<file path="src/rtl/qcrd_pkg.sv">
// Package for the QPSK carrier-recovery de-rotator: widths, sine ROM, register indexes, ALU op codes.
// No dependencies.
`timescale 1ns / 1ps
package qcrd_pkg;
    localparam int FRAME_POINTS_DEF = 256;
    localparam int CFG_IDX_W  = 3;
    localparam int CFG_DATA_W = 32;

    localparam logic [CFG_IDX_W-1:0] REG_DECIMATION = 3'd0;
    localparam logic [CFG_IDX_W-1:0] REG_FREQ_ON    = 3'd1;
    localparam logic [CFG_IDX_W-1:0] REG_PHASE_ON   = 3'd2;
    localparam logic [CFG_IDX_W-1:0] REG_PHASE_GAIN = 3'd3;
    localparam logic [CFG_IDX_W-1:0] REG_FREQ_GAIN  = 3'd4;

    // ALU operation codes for the shared multiply unit
    typedef enum logic [2:0] {
        OP_MUL = 3'd0,
        OP_MAC = 3'd1,
        OP_MSB = 3'd2
    } t_alu_op;

    function automatic logic signed [7:0] quarter_sine(input logic [6:0] r);
        logic signed [7:0] v;
        case (r)
            7'd0: v = 8'sd0;     7'd1: v = 8'sd3;     7'd2: v = 8'sd6;     7'd3: v = 8'sd9;
            7'd4: v = 8'sd12;    7'd5: v = 8'sd16;    7'd6: v = 8'sd19;    7'd7: v = 8'sd22;
            7'd8: v = 8'sd25;    7'd9: v = 8'sd28;    7'd10: v = 8'sd31;   7'd11: v = 8'sd34;
            7'd12: v = 8'sd37;   7'd13: v = 8'sd40;   7'd14: v = 8'sd43;   7'd15: v = 8'sd46;
            7'd16: v = 8'sd49;   7'd17: v = 8'sd51;   7'd18: v = 8'sd54;   7'd19: v = 8'sd57;
            7'd20: v = 8'sd60;   7'd21: v = 8'sd63;   7'd22: v = 8'sd65;   7'd23: v = 8'sd68;
            7'd24: v = 8'sd71;   7'd25: v = 8'sd73;   7'd26: v = 8'sd76;   7'd27: v = 8'sd78;
            7'd28: v = 8'sd81;   7'd29: v = 8'sd83;   7'd30: v = 8'sd85;   7'd31: v = 8'sd88;
            7'd32: v = 8'sd90;   7'd33: v = 8'sd92;   7'd34: v = 8'sd94;   7'd35: v = 8'sd96;
            7'd36: v = 8'sd98;   7'd37: v = 8'sd100;  7'd38: v = 8'sd102;  7'd39: v = 8'sd104;
            7'd40: v = 8'sd106;  7'd41: v = 8'sd107;  7'd42: v = 8'sd109;  7'd43: v = 8'sd111;
            7'd44: v = 8'sd112;  7'd45: v = 8'sd113;  7'd46: v = 8'sd115;  7'd47: v = 8'sd116;
            7'd48: v = 8'sd117;  7'd49: v = 8'sd118;  7'd50: v = 8'sd120;  7'd51: v = 8'sd121;
            7'd52: v = 8'sd122;  7'd53: v = 8'sd122;  7'd54: v = 8'sd123;  7'd55: v = 8'sd124;
            7'd56: v = 8'sd125;  7'd57: v = 8'sd125;  7'd58: v = 8'sd126;  7'd59: v = 8'sd126;
            7'd60: v = 8'sd126;  7'd61: v = 8'sd127;  7'd62: v = 8'sd127;  7'd63: v = 8'sd127;
            default: v = 8'sd127;
        endcase
        return v;
    endfunction

    function automatic logic signed [7:0] sine_rom(input logic [7:0] idx);
        logic [6:0] r;
        logic [6:0] rr;
        logic signed [7:0] v;
        r  = {1'b0, idx[5:0]};
        rr = 7'd64 - r;
        case (idx[7:6])
            2'd0: v = quarter_sine(r);
            2'd1: v = quarter_sine(rr);
            2'd2: v = -quarter_sine(r);
            default: v = -quarter_sine(rr);
        endcase
        return v;
    endfunction
endpackage

</file>
<file path="src/rtl/qcrd_mul.sv">
// Shared signed multiply/accumulate unit: 34x34 product registered, one op a cycle while i_en is high.
// Depends on qcrd_pkg.
`timescale 1ns / 1ps
module qcrd_mul (
    input  logic                i_clk,
    input  logic                i_en,
    input  qcrd_pkg::t_alu_op   i_op,
    input  logic signed [33:0]  i_a,
    input  logic signed [33:0]  i_b,
    output logic signed [67:0]  o_acc
);
    logic signed [67:0] w_prod;
    logic signed [67:0] r_acc;
    logic signed [67:0] n_acc;

    assign w_prod = 68'(i_a) * 68'(i_b);

    always_comb begin
        case (i_op)
            qcrd_pkg::OP_MAC: n_acc = r_acc + w_prod;
            qcrd_pkg::OP_MSB: n_acc = r_acc - w_prod;
            default:          n_acc = w_prod;
        endcase
    end

    always_ff @(posedge i_clk) begin
        if (i_en) begin
            r_acc <= n_acc;
        end
    end

    assign o_acc = r_acc;
endmodule

</file>
<file path="config.mk">
export PLATFORM = sky130hd
export DESIGN_NAME = qcrd_mul
export DESIGN_NICKNAME = d
export VERILOG_FILES = /design/src/rtl/qcrd_pkg.sv /design/src/rtl/qcrd_mul.sv
export SDC_FILE = /design/constraint.sdc
export NUM_CORES = 2
export LEC_CHECK = 0
export ABC_AREA = 1
export BUFFER_PORTS_ARGS = -buffer_cell sky130_fd_sc_hd__buf_2
export CORE_ASPECT_RATIO = 0.5
export CORE_MARGIN = 2
export CORE_UTILIZATION = 59
export DETAILED_ROUTE_END_ITERATION = 8
export PLACE_DENSITY = 0.76
export SKIP_CTS_REPAIR_TIMING = 1
export SLEW_MARGIN = 10
export SYNTH_ARGS = -nofsm -noshare
export SYNTH_HDL_FRONTEND = slang
export SYNTH_SLANG_ARGS = --single-unit
</file>
<file path="constraint.sdc">
create_clock -name i_clk -period 11.24 [get_ports i_clk]
set_input_delay 1.124 -clock i_clk [delete_from_list [all_inputs] [get_ports i_clk]]
set_output_delay 1.124 -clock i_clk [all_outputs]
set_load 0.05 [all_outputs]
</file>
# [Word level (Yosys, flattened, before mapping)]
# Index checks and enable logic that the tools add are counted.
[op_classes] n_bitwise=0 shift=0 n_reduce_logical=0 mul=1 eq_ne=2 div=0 order_cmp=0 muxes=1 add_sub_neg=2
[ops] op="$pmux W68 S2" n=1
[ops] op="$add A68 B68 Y68" n=1
[ops] op="$mul A34 B34 Y68" n=1
[ops] op="$sub A68 B68 Y68" n=1
[ops] op="$eq A3 B1 Y1 const B" n=1
[ops] op="$eq A3 B2 Y1 const B" n=1
[word_totals] romBits=0 wordCells=7 latch_bits=0 mem_bits_rw=0 reg_bits=68 output_inout_bits=68 input_bits=73 memories=0

# [Depth between registers and ports, before layout]
[logic_depth] depth_word=3 mapped_depth=61

# [Least setup slack after synthesis]
# No wires, ideal clock.
[synth_path] path_type="input port to flip-flop" start="in i_a[33]" end="reg r_acc[67], in the netlist o_acc[67], data pin" path_stages=46 arrival_ns=9.955 n_path_buf=2 setup_slack_ns=1.032 t_required_ns=10.987 setup_ns=0.253 path_cell_list="clkbuf_1 > clkbuf_1 > nand2_1 > inv_1 > fa_1 > fa_1 > fa_1 > fa_1 > inv_1 > fa_1 > fa_1 > inv_1 > fa_1 > fa_1 > ha_1 > nand2_1 > nor2_1 > inv_1 > [10 not listed] > nand2_1 > nand2_1 > ha_1 > nand2_1 > nor2_1 > inv_1 > nor2_1 > nand2_1 > nor4_1 > nand2_1 > nand3_1 > nand3_1 > nand2_1 > inv_1 > nand2_1 > nand2_1 > nand2_1 > nand2_1"
[synth_via] elab_chain_cells=3 elab_cells_between_ends=4 classes_between="2 x add/sub; 1 x mul; 1 x mux"
[synth_lines] element="from (decl)" line_no="qcrd_mul.sv:8" text="input logic signed [33:0] i_a,"
[synth_lines] element="$mul A34 B34 Y68 *" line_no="qcrd_mul.sv:16" text="assign w_prod = 68'(i_a) * 68'(i_b);"
[synth_lines] element="$sub A68 B68 Y68 or $add A68 B68 Y68 (tied branches)" line_no="qcrd_mul.sv:21, qcrd_mul.sv:20"
[synth_lines] element="$pmux W68 S2 *" line_no="qcrd_mul.sv:19" text="case (i_op)"
[synth_lines] element="named net n_acc[67]" line_no="qcrd_mul.sv:14" text="logic signed [67:0] n_acc;"
[synth_lines] element="to (signal assigned)" line_no="qcrd_mul.sv:28" text="r_acc <= n_acc;"
[synth_lines] element="to (decl)" line_no="qcrd_mul.sv:13" text="logic signed [67:0] r_acc;"
# The timed path passes the listed nets; every way through them passes the cells marked *.
# A chain may end at the register's enable or synchronous reset.

# [Worst setup path in the final report]
[layout_path] start="in i_b[2]" end="reg r_acc[60], in the netlist o_acc[60], data pin"
[layout_via] elab_chain_cells=3 elab_cells_between_ends=4 classes_between="2 x add/sub; 1 x mul; 1 x mux"
[layout_lines] element="from (decl)" line_no="qcrd_mul.sv:9" text="input logic signed [33:0] i_b,"
[layout_lines] element="$mul A34 B34 Y68 *" line_no="qcrd_mul.sv:16"
[layout_lines] element="$sub A68 B68 Y68 or $add A68 B68 Y68 (tied branches)" line_no="qcrd_mul.sv:21, qcrd_mul.sv:20"
[layout_lines] element="$pmux W68 S2 *" line_no="qcrd_mul.sv:19"
[layout_lines] element="named net n_acc[60]" line_no="qcrd_mul.sv:14"
# Marked as above.

==> run summary <==
====================================================================================
Class of the most critical setup path                                   input port to flip-flop
Detail Placement HPWL                                                      146000 um
Final hold slack                                                            0.805 ns
Post-layout minimum cycle time                                              10.92 ns
Area share of the largest cell type after synthesis                            46.2%
Met1 usage                                                                     55.3%
Max-cap check violation count                                                      0
Type of element launching the critical path                               input port
Clock buffer count from CTS                                                        9
Final Hold Fails                                                                   0
Largest net degree at the start of global routing                                 99
CP startpoint                                                                 i_b[2]
Clock tree from TritonCTS                                                       done
Relative area change from synthesis to final layout                            11.3%
Drt first pass iters                                                               6
Nets@finish                                                                     9250
Most frequently used flop master after synthesis                        sky130_fd_sc_hd__edfxtp_1
Arrival time reported for the critical path endpoint                        10.99 ns
Wire length reported by the detailed router                                166000 um
Routed wire length per instance                                              18.7 um
Endpoint kind of the worst setup timing path                               flip-flop
Starting Density                                                               59.5%
Setup-failing EPs final                                                            0
Number of nets still failing antenna checks after routing                          0
Port Buffer Count                                                                140
Most frequent cell after synthesis                                      sky130_fd_sc_hd__inv_1
Cell types with the largest area share after synthesis                  sky130_fd_sc_hd__fa_1 46%, sky130_fd_sc_hd__inv_1 15%, sky130_fd_sc_hd__nand2_1 13%
Initial drt markers                                                             5034
Warnings from Yosys                                                                0
Delay contributed by the slowest stage of the critical path                  0.59 ns
Number of enable-type register cells in the synthesized netlist                   68
Row count                                                                         78
Antenna violations before repair                                                   2
Via-per-instance ratio                                                          5.35
Cell area after synthesis                                                53800 sq um
Max-slew violations                                                                0
Num Clock Sinks                                                                   68
Clock insertion delay at the later pin of the skew report                    0.37 ns
FMAX                                                                        91.6 MHz
Unrepaired setup endpoints after global routing                                 true
Syn Nets                                                                        8862
Total via count after detailed routing                                         47500
Required time of the critical path                                          11.31 ns
Clock transition at the registers of the reported paths                      0.08 ns
Count of unique library cells instantiated by Yosys                               54
Top Usage Layer GRT                                                             met2
Outcome                                                                 finished, final reports clean
Met3 Resource Use GR                                                           7.34%
Largest register FFs                                                              68
Synthesized instance count                                                      7275
Grt met2 use                                                                   55.4%
Cell with the most instances on the worst path                          sky130_fd_sc_hd__nand2_1
Seq/Total Area, Yosys                                                          3.79%
Yosys reg bits                                                                    68
Residual DRC                                                                       0
Floorplan die area                                                       93800 sq um
Wire length of the first global-routing pass                               267000 um
Grt total ovfl                                                                     0
Total routing resource utilization after global routing                        37.0%
Cell accounting for the most synthesized area                           sky130_fd_sc_hd__fa_1
Area of the core                                                         90600 sq um
Num ports                                                                        141
Proportion of synthesized flip-flops having asynchronous set or reset             0%
Share of layout cells above drive strength 1                                   11.4%
Maximum root-to-sink buffer count                                                  2
Slew at the pin closest to its max-slew limit                                1.09 ns
Cell area after placement                                                59100 sq um
Hold path startpoint                                                    o_acc[0]$_DFFE_PP_
Critical-path cell with the highest stage delay                         sky130_fd_sc_hd__fa_2
Die span in y                                                                 218 um
Worst clock skew on the final layout                                       0.0214 ns
Via count of the first global-routing pass                                     48400
Hold Path Class                                                         flip-flop to flip-flop
Share of the cycle needed by the critical path after routing                   97.1%
Master cell of the clock root buffer                                    sky130_fd_sc_hd__clkbuf_16
Worst-path fanout max                                                             18
Avg Cell Area, Syn                                                        7.40 sq um
H-tree depth                                                                       3
Routability cong.                                                               1.02
Number of filler instances in the final layout                                  7801
Final non-filler cell area                                               59900 sq um
Rel. slew slack                                                                27.3%
Floorplan die width                                                           431 um
Largest delay contributor family on the critical path                    adder cells
Number of buffer and inverter instances along the worst setup path                15
Worst flop-to-flop path startpoint                                      o_acc[2]$_DFFE_PP_
Leading cell types by count after synthesis                             2204 x sky130_fd_sc_hd__inv_1, 1871 x sky130_fd_sc_hd__nand2_1, 1242 x sky130_fd_sc_hd__fa_1
====================================================================================
cell type report:
type / instances / area [sq um] / area share (%)
inverters: 2223 / 8350 / 13.9
clock inverters: 7 / 90.1 / 0.150
diodes: 2 / 5.00 / 0.00835
multi-input cells: 4691 / 42800 / 71.3
clock buffers: 9 / 225 / 0.376
well taps: 1200 / 1500 / 2.51
flip-flops and latches: 68 / 2040 / 3.41
repair buffers: 670 / 4960 / 8.28
worst min-delay path, cell delays in order, from the launching register on:
cell	delay, ns
sky130_fd_sc_hd__edfxtp_1	0.38
sky130_fd_sc_hd__inv_1	0.06
sky130_fd_sc_hd__ha_1	0.11
sky130_fd_sc_hd__o21ai_0	0.08
logic make-up after synthesis:
group | Yosys count | synth area share [%]
compound gates | 494 | 4.99
buf+inv | 2516 | 17.5
xor+xnor | 114 | 1.93
flops | 68 | 3.79
simple gates | 2569 | 19.3
fa+ha+maj | 1514 | 52.5
metrics by stage:
step	cells	util, %	TNS [ns]	setup slack [ns]
after floorplan	7275	-	0	1.03
after global placement	8844	65.2	-3.26	-0.346
after detailed placement	8844	65.2	-3.41	-0.314
after CTS	8860	65.6	0	0.0224
after global routing	8869	66.2	-0.113	-0.0420
final	8870	66.2	0	0.322
cells in the final DEF, fill, tap and decap left out, types with 10 or more instances in the layout:
cell type                  netlist  routed
sky130_fd_sc_hd__o21bai_1       10      10
sky130_fd_sc_hd__inv_1        2204    2201
sky130_fd_sc_hd__inv_2          14      16
sky130_fd_sc_hd__nor2_2         14      38
sky130_fd_sc_hd__o21ai_0       178     169
sky130_fd_sc_hd__nor2_4          2      10
sky130_fd_sc_hd__o21a_1         19      19
sky130_fd_sc_hd__a21oi_2         1      11
sky130_fd_sc_hd__fa_1         1242    1237
sky130_fd_sc_hd__nor2_1        353     321
sky130_fd_sc_hd__o21ai_1        15      24
sky130_fd_sc_hd__nor3_1         23      19
sky130_fd_sc_hd__ha_1          272     264
sky130_fd_sc_hd__nand2_2        17      28
sky130_fd_sc_hd__buf_2           0     105
sky130_fd_sc_hd__edfxtp_1       68      68
sky130_fd_sc_hd__buf_4           0     515
sky130_fd_sc_hd__nand3_1       159     156
sky130_fd_sc_hd__clkbuf_4        0      33
sky130_fd_sc_hd__xor2_1         66      66
sky130_fd_sc_hd__nand3b_1       12      12
sky130_fd_sc_hd__xnor2_1        44      40
sky130_fd_sc_hd__nand2_1      1871    1859
sky130_fd_sc_hd__buf_12          0      15
sky130_fd_sc_hd__a21oi_1       210     199
sky130_fd_sc_hd__or2_2          38      38
sky130_fd_sc_hd__nand4_1        53      53
sky130_fd_sc_hd__a31oi_1        25      23
metal layers:
| metal | wire length (um) | vias to the layer above | part of all wire, % |
|---|---|---|---|
| met5 | 12 | - | 0.0072 |
| met2 | 71000 | 2528 | 43 |
| met3 | 20200 | 292 | 12 |
| li1 | - | 21400 | - |
| met4 | 4920 | 2 | 3.0 |
| met1 | 70200 | 23300 | 42 |
worst paths after layout:
kind / endpoint / slack (ns) / cells past startpoint
hold reg to reg: o_acc[0]$_DFFE_PP_ / 0.80 / 3
setup reg to reg: o_acc[55]$_DFFE_PP_ / 7.31 / 15
hold / removal: o_acc[0]$_DFFE_PP_ / 0.80 / 3
setup / recovery: o_acc[60]$_DFFE_PP_ / 0.32 / 50
Power is left out: the tool's default activity adds up to more than one toggle a clock period on the data nets, which glitch-free logic cannot reach.
