==> src/rtl/qcrd_isqrt.sv <==
// Truncated 2^24/sqrt(m2): one result bit per cycle, x*x*m2 <= 2^48 test.
// Depends on nothing but its inputs.
`timescale 1ns / 1ps
module qcrd_isqrt (
    input  logic        i_clk,
    input  logic        i_rst_n,
    input  logic        i_start,
    input  logic [15:0] i_m2,
    output logic        o_done,
    output logic [24:0] o_inv
);
    logic [24:0] r_x;
    logic [24:0] r_bit;
    logic [65:0] r_p;   // x*x*m2
    logic [65:0] r_a;   // 2*x*m2*bit
    logic [65:0] r_b;   // m2*bit*bit
    logic        r_busy;
    logic        r_done;
    logic [65:0] w_t;

    // (x+bit)^2*m2 = x*x*m2 + 2*x*m2*bit + m2*bit*bit; bit sits below every set bit of x,
    // so each term follows from the last by shifts and one add
    assign w_t = r_p + r_a + r_b;

    always_ff @(posedge i_clk) begin
        if (!i_rst_n) begin
            r_busy <= 1'b0;
            r_done <= 1'b0;
        end else begin
            r_done <= 1'b0;
            if (i_start) begin
                r_busy <= 1'b1;
                r_x    <= '0;
                r_bit  <= 25'h1000000;
                r_p    <= '0;
                r_a    <= '0;
                r_b    <= {2'b00, i_m2, 48'd0};
            end else if (r_busy) begin
                if (w_t <= (66'd1 << 48)) begin
                    r_x <= r_x | r_bit;
                    r_p <= w_t;
                    r_a <= (r_a >> 1) + r_b;
                end else begin
                    r_a <= r_a >> 1;
                end
                r_b   <= r_b >> 2;
                r_bit <= r_bit >> 1;
                if (r_bit[0]) begin
                    r_busy <= 1'b0;
                    r_done <= 1'b1;
                end
            end
        end
    end

    assign o_done = r_done;
    assign o_inv  = r_x;
endmodule

==> config.mk <==
export PLATFORM = sky130hd
export DESIGN_NAME = qcrd_isqrt
export DESIGN_NICKNAME = d
export VERILOG_FILES = /design/src/rtl/qcrd_isqrt.sv
export SDC_FILE = /design/constraint.sdc
export NUM_CORES = 1
export LEC_CHECK = 0
export BUFFER_PORTS_ARGS = -buffer_cell sky130_fd_sc_hd__buf_2
export CAP_MARGIN = 30
export CORE_UTILIZATION = 45
export DETAILED_ROUTE_END_ITERATION = 12
export PLACE_DENSITY = 0.59
export REMOVE_ABC_BUFFERS = 1
export SYNTH_ARGS = -nofsm -noshare
export SYNTH_HDL_FRONTEND = slang
export SYNTH_SLANG_ARGS = --single-unit
==> constraint.sdc <==
create_clock -name i_clk -period 14.6 [get_ports i_clk]
set_input_delay 4.38 -clock i_clk [delete_from_list [all_inputs] [get_ports i_clk]]
set_output_delay 4.38 -clock i_clk [all_outputs]
set_load 0.01 [all_outputs]
; ---- After elaboration in Yosys (flattened, before gate mapping)
; Index checks and enable logic that the tools add are counted.
[op_classes]
addsub = 3
magnitude_cmp = 1
n_mux = 13
bitwise_logic = 3
reduce_logical = 5
[op_table]
columns = op, n
row1 = 66-bit 2-to-1 mux, 4
row2 = 64-bit 2-to-1 mux, 2
row3 = 25-bit 2-to-1 mux, 3
row4 = 65-bit by 64-bit adder with 66-bit output, 1
row5 = 66-bit by 64-bit adder with 66-bit output, 1
row6 = 66-bit adder, 1
row7 = "66-bit by 49-bit less-or-equal comparator with 1-bit output, second input constant", 1
row8 = 25-bit bitwise OR, 1
row9 = 1-bit 2-to-1 mux, 4
row10 = 2-bit nonzero test, 2
row11 = 3-bit AND reduction, 1
row12 = 3-bit OR reduction, 1
row13 = 1-bit NOT, 2
row14 = 2-bit AND reduction, 1
[word_totals]
register_bits = 248
output_inout_bits = 26
word_cells = 33

; ---- Longest topological paths before layout
; Gate-level depths: netlist of the first run.
[logic_depth]
word_depth = 5
ltp_mapped = 21
ltp_nobuf = 18

; ---- Worst setup path before layout of the first run
; Ideal clock, no wire load.
[synth_path]
kind = input-to-reg
startpoint = input i_start
endpoint = register r_x[0] (netlist: o_inv[0]) (enable)
setup_time_ps = 570
arrival_ps = 9409
t_required_ps = 14030
path_slack_ps = 4621
path_stages = 4
n_path_buf = 2
cell_sequence = clkbuf_1 -> clkbuf_1 -> o21ai_0 -> a21oi_1
[synth_between]
elab_chain_cells = 2
word_cells_on_any_way = 3
classes_between = reduce/logical (3)
[synth_lines]
columns = item, line_no
row1 = start: declaration, 7  ; input logic i_start,
row2 = 2-bit nonzero test (no source line), -
row3 = 3-bit AND reduction (no source line) *, -
row4 = end signal: assignment, 40  ; r_x <= r_x | r_bit;
row5 = end: declaration, 12  ; logic [24:0] r_x;
; Every way passes the cells marked *; elsewhere a longest branch is shown, timed or not.
; A chain may end at the register's enable or synchronous reset.

; ---- Final worst setup path of the first run
[layout_path]
startpoint = input i_start
endpoint = register r_b[0] (enable)
[layout_between]
elab_chain_cells = 2
[layout_lines]
columns = item, line_no
row1 = 2-bit nonzero test (no source line), -
row2 = 2-bit AND reduction (no source line), -
row3 = end signal: assignment, 37  ; r_b <= {2'b00, i_m2, 48'd0};
row4 = end signal: assignment, 46  ; r_b <= r_b >> 2;
row5 = end: declaration, 16  ; logic [65:0] r_b;
; No other way between the ends.

==> results.md, run 1 <==
- Root Driver: clkbuf_16
- Pre-antenna DRT Iters: 5
- Worst slack, placed: 7.14 ns
- Crit-path max FO: 92
- WP data arrival: 7.02 ns
- Share of the synthesized area in the top cell type: 0.390
- Number of synthesized flops with an enable pin: 246
- Setup ws final: 7.80 ns
- Drt first-iter violations: 972
- FP Rows: 74
- Critical path endpoint category: flip-flop
- Post-CTS Setup Inserts: 0
- Die width: 207 um
- Final hold vios: 0
- DRC: 0
- Worst Hold End: o_done
- Leading area contributor after synthesis: edfxtp_1
- Remaining antenna violation count after routing: 0
- Max cap viols: 0
- Register area share after synthesis: 0.392
- Area Overhead vs Synth: 9.39%
- CTS tree: built
- Leak pwr: 8.38 nW
- Grt ovf: 0
- Status: finished clean
- Most common cell after layout, fill and taps aside: edfxtp_1
- Initial core utilization: 0.459
- Worst Setup Path Type: in2reg
- DR WL/cell: 19.4 um
- Commonest cells after routing, fill and taps aside: edfxtp_1 (246), nor2_1 (228), a21oi_1 (144), ha_1 (129), nand2_1 (111)
- Initial antenna violation count: 0
- GP Congestion: 0.943
- Post-route insts no fill: 2431
- Ranking of synthesized cells by area: edfxtp_1 (39%), ha_1 (8.5%), fa_1 (7.0%), nor2_1 (4.5%), a21oi_1 (3.8%)
- Largest net degree at the start of global routing: 93
- Yosys cell types: 80
- Worst-Margin Slew: 0.932 ns
- Synth warn: 0
- Worst r2r src: r_a[33]
- Num ports: 45
- Core area: 41200 um^2
- Setup TNS: 0 ns
- Clk Latency, worst-skew pair: 0.59 ns
- Seq. cell area: 7430 um^2
- Vias/cell: 5.87
- Via count of the routed design: 14.3k
- Flop-to-flop setup slack: 7.87 ns
- Setup Viol. Count Final: 0
- Share of layout cells above drive strength 1: 0.0800
- Post-DP HPWL: 35.2 mm
- CTS resizes: 0
- Max Slew Vio Count: 0
- Clock slew at reported path FFs: 0.06 ns
- Hold_sp: r_busy
- Final cycle utilization of the critical path: 0.466
- RSZ-0062 raised after global routing: false
- First-pass GRT wire length: 76.3 mm
- Crit path launch type: input pin
- Mean post-synth cell area: 10.1 um^2
- Period minus WS final: 6.80 ns
- PortBufs: 44
- Worst min path class: reg2reg
- Inserted Clock Buffers: 30
- Clock sink total: 248
- Critical Path RT: 14.82 ns
- Main synth FF type: edfxtp_1
- Ys async rst share: 0
- Vias in the first global route: 14.0k
- Synthesized flop and latch total: 248
- Die Ht: 207 um
- GRT Resource Usage Total: 0.218
- Reg2Reg Depth: 17
- Post-Syn Area: 18900 um^2
- Diode count: 0
- H-tree Lvls: 1
- Post-Syn Instances: 1872
- Clk_skew: 0.0272 ns
- Layout Nets: 2089
- Worst r2r dst: o_inv[16]
- Relative slew slack: 0.369
- CTS Buffer Depth: 3
- Footprint of the multi-input gates: 11000 um^2
- Final-layout fill cell count: 3734
- Fmax: 0.147 GHz
- Cts hold-fix bufs: 0
- Cell Pwr Density: 128 nW/um^2
- Die ar.: 42900 um^2
- Placed insts: 2375
- Worst hold path depth: 1
- Peak supply drop: 0.0000878 V
- Final wirelength: 47.2 mm
[report_power, final]
part / switching, mW / internal [mW]
logic: 0.550 / 0.338
clock network: 0.327 / 0.537
registers: 0.0375 / 0.852
[cell families after synthesis]
kind of cell,share of synthesized area
adders and majority gates,0.155
and+or+nand+nor,0.166
buffers and inverters,0.0250
DFF,0.392
AOI/OAI and AO/OA,0.167
muxes,0.0438
xor gates and xnor gates,0.0514
[metal layers]
metal | vias to the layer above | global-route usage | part of all wire
li1 | 6923 | - | -
met1 | 6951 | 0.308 | 0.47
met2 | 316 | 0.354 | 0.47
met3 | 81 | 0.0250 | 0.038
met4 | 0 | 0.0633 | 0.028
met5 | - | 0 | 0
[final cells by class]
cell class | count | area share
Tap cell | 532 | 0.0321
Inverter | 36 | 0.00677
Sequential cell | 248 | 0.359
Timing Repair Buffer | 53 | 0.0142
Clock inverter | 25 | 0.0186
Clock buffer | 31 | 0.0364
Multi-Input combinational cell | 1506 | 0.533
[worst max-delay path, stage by stage]
cell     delay [ns]
buf_6          0.45
o21ai_0        0.48
inv_6          0.75
buf_4          0.79
[how the worst max path moves through the flow]
stage / from / to / slack, ns
after detailed placement: i_start / r_bit[16] / 7.14
after global placement: i_start / r_bit[16] / 7.18
after global routing: r_b[1] / r_p[13] / 7.54
after CTS: i_start / r_bit[16] / 7.78
final: i_start / r_b[0] / 7.80
after floorplan: r_a[1] / o_inv[0] / 2.13
[state kept, by name, summed over array words and instances, names as in the netlist]
signal,count
r_p,66
r_a,66
o_inv,25
r_bit,25
r_busy,1
r_b,64
o_done,1
[cell usage after synthesis, drive strengths merged, types with 8 or more instances]
cell and instances:
xor2 46, and3 24, a21o 63, nor2b 85, inv 36, xnor2 65
o21a 24, nand4 46, a211oi 18, edfxtp 246, mux2 14, o31ai 8
nand3 30, nor2 228, buf 19, nand2b 16, ha 129, mux2i 67
or3 8, and2 33, a31oi 14, a21oi 154, o21bai 19, clkbuf 63
o211ai 23, fa 66, nor3 24, o21ai 94, nand2 111
[metrics by stage]
step	hold WS, ns	power (mW)	utilization	area (um^2)
detailed placement	0.471	1.78	0.475	19600
CTS	0.493	2.65	0.503	20700
global route	0.509	2.79	0.503	20700
global placement	0.479	1.77	0.475	19600
floorplan	0.447	1.55	-	18600
finish	0.494	2.64	0.503	20700
Note: power is estimated with default switching activity, not from simulation.
==> run 2: changes to the inputs <==
Settings changed: ABC_AREA set to 1, PLACE_DENSITY 0.59 to 0.61.
Clock period 14.6 ns to 5.75 ns, I/O delays scaled along.
==> run 2 against run 1 <==
Final cell count increased by 43%. Worst hold slack worse by 0.062 ns. Via count increased by 33%. Combinational power grew to 2.9 times the previous value. Power grew to 2.6 times the previous value. Routed wire length grew 54%. Register-to-register slack lost 7.2 ns. Count of clock-buffer cells in the layout is the same. Sequential power grew to 2.5 times the previous value. Clock skew rose by 0.0011 ns. Non-clock buffer count up 7. Highest routed layer unchanged.
==> results.md, run 2 <==
- Status: finished clean
- Post-Syn Instances: 2812 (+50%)
- Worst hold slack: 0.432 ns (-0.0617 ns)
- Register area share after synthesis: 0.354 (-0.0381)
- RSZ-0062 raised after global routing: false
- Fmax: 0.196 GHz
- Initial core utilization: 0.459 (-0.000463)
- Util after Layout: 0.501 (-0.00184)
- Remaining antenna violation count after routing: 0 (unchanged)
- Internal: 4.11 mW (+140%)
- Worst r2r src: r_a[1]
- CP top delay family: simple AND/OR/NAND/NOR gates
- Critical path's most frequent cell: nand2_1
- Critical Path RT: 5.96 ns (-8.86 ns)
- Final wirelength: 72.6 mm (+54%)
- Ys async rst share: 0 (unchanged)
- CTS resizes: 0 (unchanged)
- Pre-antenna DRT Iters: 7 (+2)
- Critical path depth: 21 (+17)
- Cell Pwr Density: 297 nW/um^2 (+130%)
- Die ar.: 47400 um^2 (+11%)
- Critical path endpoint category: flip-flop
- First-pass GRT wire length: 109 mm (+43%)
- Crit-path max FO: 91 (-1.1%)
- DRC: 0 (unchanged)
- Relative slew slack: 0.296 (-0.0725)
- Slowest CP cell: fa_1
- Mean post-synth cell area: 7.45 um^2 (-26%)
- Clk Latency, worst-skew pair: 0.59 ns (about the same)
- Critical path buffers and inverters: 1 (-2)
- Crit path launch type: flip-flop
- WP data arrival: 5.31 ns (-1.71 ns)
- Post-DP HPWL: 58.8 mm (+67%)
- GP Congestion: 0.987 (+4.7%)
- Main synth FF type: edfxtp_1
- Most frequent cell after synthesis: nand2_1
- Clk_skew: 0.0283 ns (+0.00111 ns)
- Leak pwr: 10.5 nW (+25%)
- CTS tree: built
- Worst r2r dst: r_p[37]
- Grt ovf: 0 (unchanged)
- Clock slew at reported path FFs: 0.06 ns (about the same)
- Die width: 218 um (+5.2%)
- Share of the synthesized area in the top cell type: 0.352 (-0.0379)
- Worst-Margin Slew: 1.04 ns (+0.112 ns)
- Comb power frac: 0.381 (+0.045)
- Synth warn: 0 (unchanged)
- Largest net degree at the start of global routing: 146 (+57%)
- Share of layout cells above drive strength 1: 0.0541 (-0.0260)
- Via count of the routed design: 19.0k (+33%)
- Most common cell after layout, fill and taps aside: nand2_1
- Ranking of synthesized cells by area: edfxtp_1 (35%), nand2_1 (13%), nor2_1 (8.3%), inv_1 (8.2%), ha_1 (7.7%)
- Final hold vios: 0 (unchanged)
- Flop-to-flop setup slack: 0.64 ns (-7.23 ns)
- Die Ht: 218 um (+5.2%)
- Root Driver: clkbuf_16
- Switching pwr: 2.68 mW (+190%)
- Layout Nets: 3076 (+47%)
- Worst Hold End: o_done
- Area Overhead vs Synth: 9.10%
- Diode count: 0 (unchanged)
- Vias in the first global route: 18.4k (+31%)
- CTS Buffer Depth: 3 (unchanged)
- Hold_sp: r_busy
- DR WL/cell: 20.8 um (+7.2%)
- Final-layout fill cell count: 4497 (+20%)
- Peak supply drop: 0.000238 V (+170%)
- Max cap viols: 0 (unchanged)
- Sequential share of power: 0.332 (-0.005)
- PortBufs: 44 (unchanged)
- Vias/cell: 5.45 (-7.1%)
- Leading area contributor after synthesis: edfxtp_1
- Cells along the critical path: fa_1, ha_1, fa_1, nand3_1, nand3_2, nand2_1, nand2_2, nand2_1, nand2_1, nand2_1, nand2_1, nand2_1, nand2_1, xnor2_1, nand2_1, nor2_1, nand3_1, nand2_2, nand2_2, a21oi_4, buf_12
- Cts hold-fix bufs: 0 (unchanged)
- GRT Resource Usage Total: 0.306 (+0.0880)
- Commonest cells after routing, fill and taps aside: nand2_1 (718), nor2_1 (463), inv_1 (458), edfxtp_1 (246), a21oi_1 (172)
- Clock network power share: 0.287 (-0.040)
- Worst min path class: reg2reg
- Post-Syn Area: 21000 um^2 (+11%)
- Period minus WS final: 5.11 ns
- Max Slew Vio Count: 0 (unchanged)
- Post-CTS Setup Inserts: 0 (unchanged)
- Switching Share: 0.395 (+0.0490)
- Setup Viol. Count Final: 0 (unchanged)
- Synthesized flop and latch total: 248 (unchanged)
- Number of synthesized flops with an enable pin: 246 (unchanged)
- Top flop regs: r_a x66, r_p x66, r_b x64
- Final cycle utilization of the critical path: 0.888
- H-tree Lvls: 1 (unchanged)
- Critical Path Max Stage Delay: 0.48 ns (-0.31 ns)
- Synth cell count leaders: nand2_1 (718), nor2_1 (463), inv_1 (459), edfxtp_1 (246), a21oi_1 (172)
- Drt first-iter violations: 1957 (+100%)
- Worst hold path depth: 2 (+1)
- Num ports: 45 (unchanged)
- Inserted Clock Buffers: 29 (-3.3%)
- Initial antenna violation count: 2 (+2)
- Reg2Reg Depth: 21 (+4)
- FP Rows: 78 (+5.4%)
- Yosys cell types: 42 (-48%)
- Clock sink total: 248 (unchanged)
- Worst Setup Path Type: reg2reg
- Core area: 45700 um^2 (+11%)
run 2: logic make-up after synthesis:
| group | count (synthesis) | synth area share |
|---|---|---|
| AND/OR/NAND/NOR | 1399 | 0.276 |
| flip-flops | 248 | 0.354 |
| buffers and inverters | 504 | 0.0940 |
| AO/OA/AOI/OAI | 379 | 0.0989 |
| XOR/XNOR | 87 | 0.0364 |
| adder cells (fa/ha/maj) | 195 | 0.140 |
run 2: area by class of cell:
cell class | count | area (um^2) | share of cell area
well taps | 600 | 751 | 0.0328
repair buffers | 60 | 384 | 0.0168
inverters | 463 | 1740 | 0.0763
flip-flops and latches | 248 | 7430 | 0.325
clock inverters | 23 | 259 | 0.0113
multi-input cells | 2060 | 11600 | 0.506
clock buffers | 31 | 733 | 0.0321
run 2: stage by stage:
stage	TNS (ns)	power (mW)	std cells	instance area, um^2	setup WS, ns
3_3_place_gp	0	4.84	3431	21900	0.784
4_1_cts	0	6.79	3485	22900	0.713
3_5_place_dp	0	4.83	3431	21900	0.752
5_1_grt	0	7.16	3485	22900	0.261
6_report	0	6.79	3485	22900	0.645
2_1_floorplan	-95.13	3.97	2771	20700	-1.05
run 2: how the worst max path moves through the flow:
stage                       from       end  slack [ns]
after floorplan           r_a[1]  o_inv[0]       -1.05
after global placement    r_a[1]   r_p[38]        0.78
after detailed placement  r_a[1]   r_p[36]        0.75
after CTS                 r_a[1]   r_p[31]        0.71
after global routing      r_a[1]   r_p[37]        0.26
final                     r_a[1]   r_p[37]        0.64
run 2: power groups by stage:
stage	clock (mW)	combinational [mW]	sequential, mW
3_3_place_gp	0	2.55	2.29
4_1_cts	1.98	2.56	2.26
5_1_grt	2.04	2.86	2.27
2_1_floorplan	0	1.71	2.27
6_report	1.95	2.59	2.26
3_5_place_dp	0	2.54	2.30
run 2: worst reg2reg max path, cell delays in order (launching register included):
cell      delay, ns
edfxtp_1       0.45
fa_1           0.48
ha_1           0.26
fa_1           0.47
nand3_1        0.16
nand3_2        0.11
nand2_1        0.10
nand2_2        0.11
nand2_1        0.09
nand2_1        0.11
nand2_1        0.14
nand2_1        0.15
nand2_1        0.10
nand2_1        0.06
xnor2_1        0.38
nand2_1        0.13
nor2_1         0.12
nand3_1        0.10
nand2_2        0.11
nand2_2        0.30
a21oi_4        0.26
buf_12         0.44
run 2: metal layers:
layer	wire, um	up-vias	global-route usage
met4	2760	0	0.107
met5	0	-	0
met2	33400	727	0.501
met3	5240	125	0.0490
met1	31200	8982	0.411
li1	-	9174	-
==> run 3: changes to the inputs <==
Settings changed: CORE_ASPECT_RATIO set to 1.25.
==> run 3 against run 2 <==
Combinational power is 3% lower. Clock power barely moved. Die area about the same. Final cell count decreased by 0.55%. Sequential power hardly changed. Worst hold slack better by 0.0069 ns. Power fell by 0.96%. Largest cell class unchanged.
==> results.md, run 3 (synthesis results as in run 2) <==
- First-pass GRT wire length: 104 mm (-4.6%)
- Die width: 195 um (-10%)
- Layout Nets: 3073 (-0.098%)
- Cells along the critical path: fa_1, ha_1, fa_1, nand3_1, nand3_2, nand2_1, nand2_2, nand2_1, nand2_1, nand2_1, nand2_1, nand2_1, nand2_1, xnor2_1, nand2_1, nor2_1, nand3_1, nand2_2, nand2_2, a21oi_4, buf_4
- Core area: 46000 um^2 (+0.77%)
- Vias in the first global route: 18.7k (+1.8%)
- Clock slew at reported path FFs: 0.07 ns (about the same)
- Slowest CP cell: buf_4
- Worst-Margin Slew: 0.945 ns (-0.0994 ns)
- Period minus WS final: 4.84 ns (-0.269 ns)
- CP top delay family: simple AND/OR/NAND/NOR gates
- Max cap viols: 0 (unchanged)
- Root Driver: clkbuf_16
- Initial antenna violation count: 0 (-2)
- Critical Path Max Stage Delay: 0.55 ns (+0.07 ns)
- Critical path endpoint category: flip-flop
- Post-DP HPWL: 54.7 mm (-7.1%)
- Crit-path max FO: 46 (-49%)
- Overall Power: 6.73 mW (-0.96%)
- Cell Pwr Density: 295 nW/um^2 (-0.75%)
- GP Congestion: 1.06 (+7.8%)
- Via count of the routed design: 18.8k (-1.1%)
- Pre-antenna DRT Iters: 6 (-1)
- Sequential share of power: 0.337 (+0.005)
- Num ports: 45 (unchanged)
- Crit path launch type: flip-flop
- DRC: 0 (unchanged)
- Die Ht: 243 um (+12%)
- Peak supply drop: 0.000258 V (+8.4%)
- Largest net degree at the start of global routing: 96 (-34%)
- DR WL/cell: 19.4 um (-7.0%)
- Post-Layout Inst Area: 22800 um^2 (-0.21%)
- Final-layout fill cell count: 4583 (+1.9%)
- CTS resizes: 0 (unchanged)
- Drt first-iter violations: 1339 (-32%)
- Clk Latency, worst-skew pair: 0.58 ns (about the same)
- Placed insts: 3414 (-0.50%)
- Share of layout cells above drive strength 1: 0.0545 (+0.000422)
- Top flop regs: r_a x66, r_p x66, r_b x64
- Critical path's most frequent cell: nand2_1
- Grt ovf: 0 (unchanged)
- Clock sink total: 248 (unchanged)
- Final cycle utilization of the critical path: 0.841 (-0.0468)
- Vias/cell: 5.42 (-0.54%)
- Diode count: 0 (unchanged)
- Inserted Clock Buffers: 28 (-3.4%)
- Clock network power share: 0.289 (+0.002)
- Commonest cells after routing, fill and taps aside: nand2_1 (718), nor2_1 (463), inv_1 (458), edfxtp_1 (246), a21oi_1 (172)
- Setup ws final: 0.914 ns (+0.269 ns)
- Switching Share: 0.390 (-0.00502)
- Initial core utilization: 0.455 (-0.00349)
- Footprint of the multi-input gates: 11600 um^2 (unchanged)
- Max Slew Vio Count: 0 (unchanged)
- Setup Viol. Count Final: 0 (unchanged)
- Seq. cell area: 7430 um^2 (unchanged)
- PortBufs: 44 (unchanged)
- Worst Setup Path Type: reg2reg
- GRT Resource Usage Total: 0.286 (-0.0204)
- Switching pwr: 2.62 mW (-2.2%)
- Final wirelength: 67.1 mm (-7.5%)
- Internal: 4.10 mW (-0.14%)
- Critical path buffers and inverters: 1 (unchanged)
- CTS Buffer Depth: 3 (unchanged)
- DP Area: 21800 um^2 (-0.19%)
- RSZ-0062 raised after global routing: false
- Relative slew slack: 0.363 (+0.0670)
- CTS tree: built
- Die ar.: 47500 um^2 (about the same)
- FP Rows: 88 (+13%)
- Post-CTS Setup Inserts: 0 (unchanged)
- Fmax: 0.207 GHz (+5.6%)
- Area Overhead vs Synth: 8.88%
- H-tree Lvls: 1 (unchanged)
- WP data arrival: 5.02 ns (-0.29 ns)
- Comb power frac: 0.374 (-0.007)
- Post-route insts no fill: 3466 (-0.55%)
- Status: finished clean
- Remaining antenna violation count after routing: 0 (unchanged)
- Clk_skew: 0.0243 ns (-0.00395 ns)
- Leak pwr: 10.5 nW (-0.12%)
- Most common cell after layout, fill and taps aside: nand2_1
- Critical Path RT: 5.94 ns (-0.02 ns)
- Cts hold-fix bufs: 0 (unchanged)
- Worst min path class: reg2reg
- Worst slack, placed: 0.958 ns (+0.206 ns)
- Final hold vios: 0 (unchanged)
==> run 3: cell count changes in the layout (fill, tap and decap cells not counted), moves of 2 or more <==
cell	previous run	this run
clkinv_1	9	5
buf_12	3	1
clkinv_2	5	8
buf_4	13	11
==> run 3: worst min-delay path, stage by stage, from the launching register on <==
cell and delay, ns:
dfxtp_1 0.31, nand2_1 0.05, nor2_1 0.04
==> run 3: area by class of cell <==
class	instances	area share
Clock buffer	30	0.0320
Clock inverter	22	0.0112
Inverter	463	0.0764
Multi-Input combinational cell	2060	0.507
Sequential cell	248	0.325
Tap cell	585	0.0321
Timing Repair Buffer	58	0.0158
==> run 3: path summary, 6_finish.rpt <==
| path | startpoint | cells past startpoint | to | slack (ns) |
|---|---|---|---|---|
| hold reg to reg | r_busy | 2 | o_done | 0.44 |
| setup / recovery | r_a[1] | 21 | o_inv[23] | 0.91 |
| hold / removal | r_busy | 2 | o_done | 0.44 |
| setup reg to reg | r_a[1] | 21 | o_inv[23] | 0.91 |
==> run 3: routing by layer <==
layer | share of wire | global-route usage | wire length, um
met5 | 0 | 0 | 0
met4 | 0.072 | 0.183 | 4820
met2 | 0.51 | 0.529 | 34400
met1 | 0.37 | 0.311 | 24600
met3 | 0.049 | 0.0269 | 3310
==> run 3: stage by stage <==
step	utilization	hold WS (ns)	TNS, ns
after floorplan	-	0.411	-95.13
after global placement	0.474	0.428	0
after detailed placement	0.474	0.424	0
after CTS	0.496	0.437	0
after global routing	0.496	0.481	0
final	0.496	0.439	0
==> run 3: power groups by stage <==
stage / clock network, mW / registers [mW] / logic (mW)
floorplan: 0 / 2.27 / 1.71
global placement: 0 / 2.31 / 2.46
detailed placement: 0 / 2.31 / 2.47
CTS: 1.97 / 2.27 / 2.49
global route: 2.03 / 2.28 / 2.80
finish: 1.94 / 2.27 / 2.51
